$ cat src/design/psp_ram.sv
// Generic simple dual-port RAM with a registered read.
// One write port and one read port; no dependencies.
`timescale 1ns / 1ps
`default_nettype none
module psp_ram #(
  parameter int unsigned Width = 16,
  parameter int unsigned Depth = 256
) (
  input  wire logic                     clk_i,
  input  wire logic                     we_i,
  input  wire logic [$clog2(Depth)-1:0] waddr_i,
  input  wire logic [Width-1:0]         wdata_i,
  input  wire logic [$clog2(Depth)-1:0] raddr_i,
  output logic      [Width-1:0]         rdata_o
);

  logic [Width-1:0] mem_q [Depth];

  // Write first port, registered read on the second
  always_ff @(posedge clk_i) begin
    if (we_i) begin
      mem_q[waddr_i] <= wdata_i;
    end
    rdata_o <= mem_q[raddr_i];
  end

endmodule
`default_nettype wire

$ cat config.mk
export PLATFORM = sky130hd
export DESIGN_NAME = psp_ram
export DESIGN_NICKNAME = d
export VERILOG_FILES = /design/src/design/psp_ram.sv
export SDC_FILE = /design/constraint.sdc
export NUM_CORES = 2
export LEC_CHECK = 0
export BUFFER_PORTS_ARGS = -buffer_cell sky130_fd_sc_hd__buf_2
export CORE_ASPECT_RATIO = 1.75
export CORE_UTILIZATION = 45
export DETAILED_ROUTE_END_ITERATION = 6
export HOLD_SLACK_MARGIN = 0.1
export SKIP_LAST_GASP = 1
export SYNTH_ARGS = -nofsm -noshare
export SYNTH_HDL_FRONTEND = slang
export SYNTH_SLANG_ARGS = --single-unit
$ cat constraint.sdc
create_clock -name clk_i -period 3.4 [get_ports clk_i]
set_input_delay 1.02 -clock clk_i [delete_from_list [all_inputs] [get_ports clk_i]]
set_output_delay 1.02 -clock clk_i [all_outputs]
set_load 0.02 [all_outputs]
# After elaboration in Yosys (flattened, before gate mapping)
# Memories as Yosys holds them, arrays and structs flattened. A register that Yosys moved wholly into a read port is not among the register bits.
# Cells that the tools add are included.
# word_totals
elab_cells	3
mem_count	1
register_bits	0
in_bits	34
ram_bits	4096
output_inout_bits	16
# op_classes
mux	2
# memory_table
name	depth	width	read_ports	rd_ports_with_merged_regs	wr	line	text
mem_q	256	16	1	1	1	17	logic [Width-1:0] mem_q [Depth];
# ops
cell	n
2-to-1 mux 1 bit	2

# Depth between registers and ports, before layout
# depth
depth_word	2
mapped_depth	12

# Worst setup path before layout
# OpenSTA, ideal clock, no wires.
# synth_path
path_kind	input port to flip-flop
start	in waddr_i[3]
end	mem mem_q[235][0] (enable)
setup_slack_ns	0.215
path_stages	6
t_arrival_ns	2.797
setup_ns	0.388
cell_sequence	clkbuf_1 nor2b_1 clkbuf_1 nand4_1 clkbuf_1 nor2_1
# synth_lines
item	line	text
start: declaration	11	input wire logic [$clog2(Depth)-1:0] waddr_i,
end: declaration	17	
# No word-level cell before the write port.

==> impl_metrics.env <==
export IMPL_crit_family="buffers and inverters"
export IMPL_slew_headroom_pct=7.003
export IMPL_ir_drop_mv=0.3683
export IMPL_final_setup_viol_count=1
export IMPL_hp_class="in2reg"
export IMPL_cts_made_buffers=356
export IMPL_cts_sinks=4112
export IMPL_endpoint_kind="register"
export IMPL_routed_via_count=79425
export IMPL_avgViaCountPerCell=5.974
export IMPL_synth_seq_cells=4112
export IMPL_place_congestion=0.9629
export IMPL_grt_max_degree=112
export IMPL_grt_remaining_overflow=0
export IMPL_worstSetupPathType="in2reg"
export IMPL_crit_chain="buf_12 -> buf_4 -> buf_12 -> buf_4 -> buf_12 -> buf_4 -> mux2i_1 -> o221ai_1 -> o22ai_1 -> a22oi_2 -> nand3_4 -> nor4_1"
export IMPL_coreArea_um2=351300
export IMPL_setup_ws_ps=-49.86
export IMPL_worst_pin_slew_ps=1384
export IMPL_tns_ps=-49.86
export IMPL_rows=288
export IMPL_yosysTopAreaCell="edfxtp_1"
export IMPL_cp_slowest_cell="a22oi_2"
export IMPL_drc_errors=9
export IMPL_crit_arrival_ps=4250
export IMPL_whs_ps=405.5
export IMPL_async_flop_share_pct=0
export IMPL_p_per_area_nw_per_um2=560.1
export IMPL_finalPower_mw=103.4
export IMPL_drt_wirelength_per_cell_um=32.86
export IMPL_violations="design-rule violations, negative setup slack"
export IMPL_clk_pin_slew_ps=70
export IMPL_synth_cell_types=52
export IMPL_clockBufferDepth=4
export IMPL_fillers=27042
export IMPL_crit_fanout=40
export IMPL_skew_ps=38.86
export IMPL_netlist_area_um2=158700
export IMPL_cts_root_buf="clkbuf_16"
export IMPL_ys_top_cells_by_count="edfxtp_1 (4096), mux4_2 (797), mux2i_1 (565)"
export IMPL_final_seq_area_um2=123300
export IMPL_synth_flop_cell="edfxtp_1"
export IMPL_antenna_found_initial=28
export IMPL_worstPathRequired_ps=4200
export IMPL_cts_tree="yes"
export IMPL_yosysMostFrequentCell="edfxtp_1"
export IMPL_nets=8384
export IMPL_die_y_um=787.6
export IMPL_pin_count=50
export IMPL_areaGrowthSynthToFinish_pct=16.29
export IMPL_floorplan_initialDensity_pct=45.17
export IMPL_finalWirelength_mm=436.9
export IMPL_cts_hold_buf=0
export IMPL_ant_nets=0
export IMPL_utilization_pct=52.53
export IMPL_synth_edf_count=4096
export IMPL_clock_latency_ps=920
export IMPL_grt_pass1_vias=81717
export IMPL_crit_buf_inv=6
export IMPL_critPathLaunchType="primary input"
export IMPL_min_period_ps=3450
export IMPL_grt_pass1_wl_mm=617.5
export IMPL_ctsHtreeMaxLevel=5
export IMPL_drive_gt1_share_pct=29.77
export IMPL_die_w_um=450.9
export IMPL_grt_setup_unrepaired="true"
export IMPL_syn_inst=7360
export IMPL_drv_cap=0
export IMPL_cpPeakStageDelay_ps=570
export IMPL_slew_viol_final=0
export IMPL_finalCritPeriodShare_pct=101.5
export IMPL_avgSynthCellArea_um2=21.56
export IMPL_grt_use_total_pct=24.49
export IMPL_fmax_mhz=289.9
export IMPL_io_buffers=49
export IMPL_leakagePower_nw=59.56
export IMPL_ff2ff_setup_slack_ps=190
export IMPL_dieArea_um2=355200
export IMPL_hold_viol=0
export IMPL_synth_top_area_share_pct=77.50
export IMPL_stdcell_area_um2=184600
export IMPL_multi_input_area_um2=32990
export IMPL_syn_nets=7394
export IMPL_synth_area_top_cells="edfxtp_1 (77%), mux4_2 (11%), mux2i_1 (3.6%)"
export IMPL_yosys_warnings=0
export IMPL_seq_area_frac_synth_pct=77.70
export IMPL_outcome="finished, violations left"
export IMPL_first_pass_iters=7
export IMPL_drtIter0Drc=7557
export IMPL_hpwlAfterDp_mm=288.5
export IMPL_placed_cell_area_um2=172800
state kept, by name (all words and copies together), names as in the netlist:
register / cells
mem_q: 4096
rdata_o: 16
placed cells by master, fill, tap and decap left out, drive strengths merged, types with 21 or more instances in the layout:
master and count:
a221oi 28, clkbuf 442, a21oi 175, o21ai 38
o221ai 253, mux2i 565, edfxtp 4096, clkinv 137
nor2 304, o32ai 21, nand3 35, a22o 32
nand2 38, nand4 26, nor3 92, mux2 88
a22oi 43, mux4 797, o22ai 148, buf 1083
bufinv 42
power by group:
| group | total [mW] | internal, mW | switching [mW] | leakage (nW) |
|---|---|---|---|---|
| combinational | 6.08 | 2.38 | 3.70 | 16.9 |
| clock | 41.4 | 23.1 | 18.3 | 5.67 |
| sequential | 55.9 | 55.8 | 0.0979 | 36.9 |
layer usage:
metal | vias up | track usage [%] | part of all wire, %
met5 | - | 0 | 0.015
met4 | 10 | 15.18 | 7.2
met3 | 786 | 3.250 | 5.7
met2 | 2901 | 42.58 | 52
met1 | 42501 | 28.73 | 35
li1 | 33227 | - | -
timing repair:
| item | 4_1_cts | 5_1_grt |
|---|---|---|
| setup endpoints to repair | 5 | 8 |
| pin swaps | 0 | 2 |
| gates resized for setup | 6 | 10 |
| setup buffers | 0 | 0 |
cell families after synthesis:
group / Yosys count / synth area share [%]
AOI/OAI and AO/OA: 786 / 3.537
buffers and inverters: 456 / 1.693
DFF: 4112 / 77.70
muxes: 1450 / 15.50
and+or+nand+nor: 556 / 1.574
layout make-up:
type / count / share of cell area (%)
sequential: 4112 / 66.81
inverter: 4 / 0.01491
multi-input combinational: 2792 / 17.87
clock buffer: 441 / 5.128
antenna: 13 / 0.01763
clock inverter: 210 / 1.199
tap: 4640 / 3.146
timing repair buffer: 1084 / 5.808
metrics by stage:
stage,std cells,setup WS (ps)
CTS,13283,-48.61
floorplan,7360,215.0
global placement,12632,-1526
global route,13285,-28.48
finish,13296,-49.86
detailed placement,12632,-1555
worst paths after layout:
path,from,endpoint,cells after the start
worst min-delay path,wdata_i[10],mem_q[128][10],1
worst max-delay path,raddr_i[0],rdata_o[7],12
worst max register to register,mem_q[138][9],rdata_o[9],7
worst min register to register,mem_q[114][10],rdata_o[10],6
Note: power is estimated with default switching activity, not from simulation.
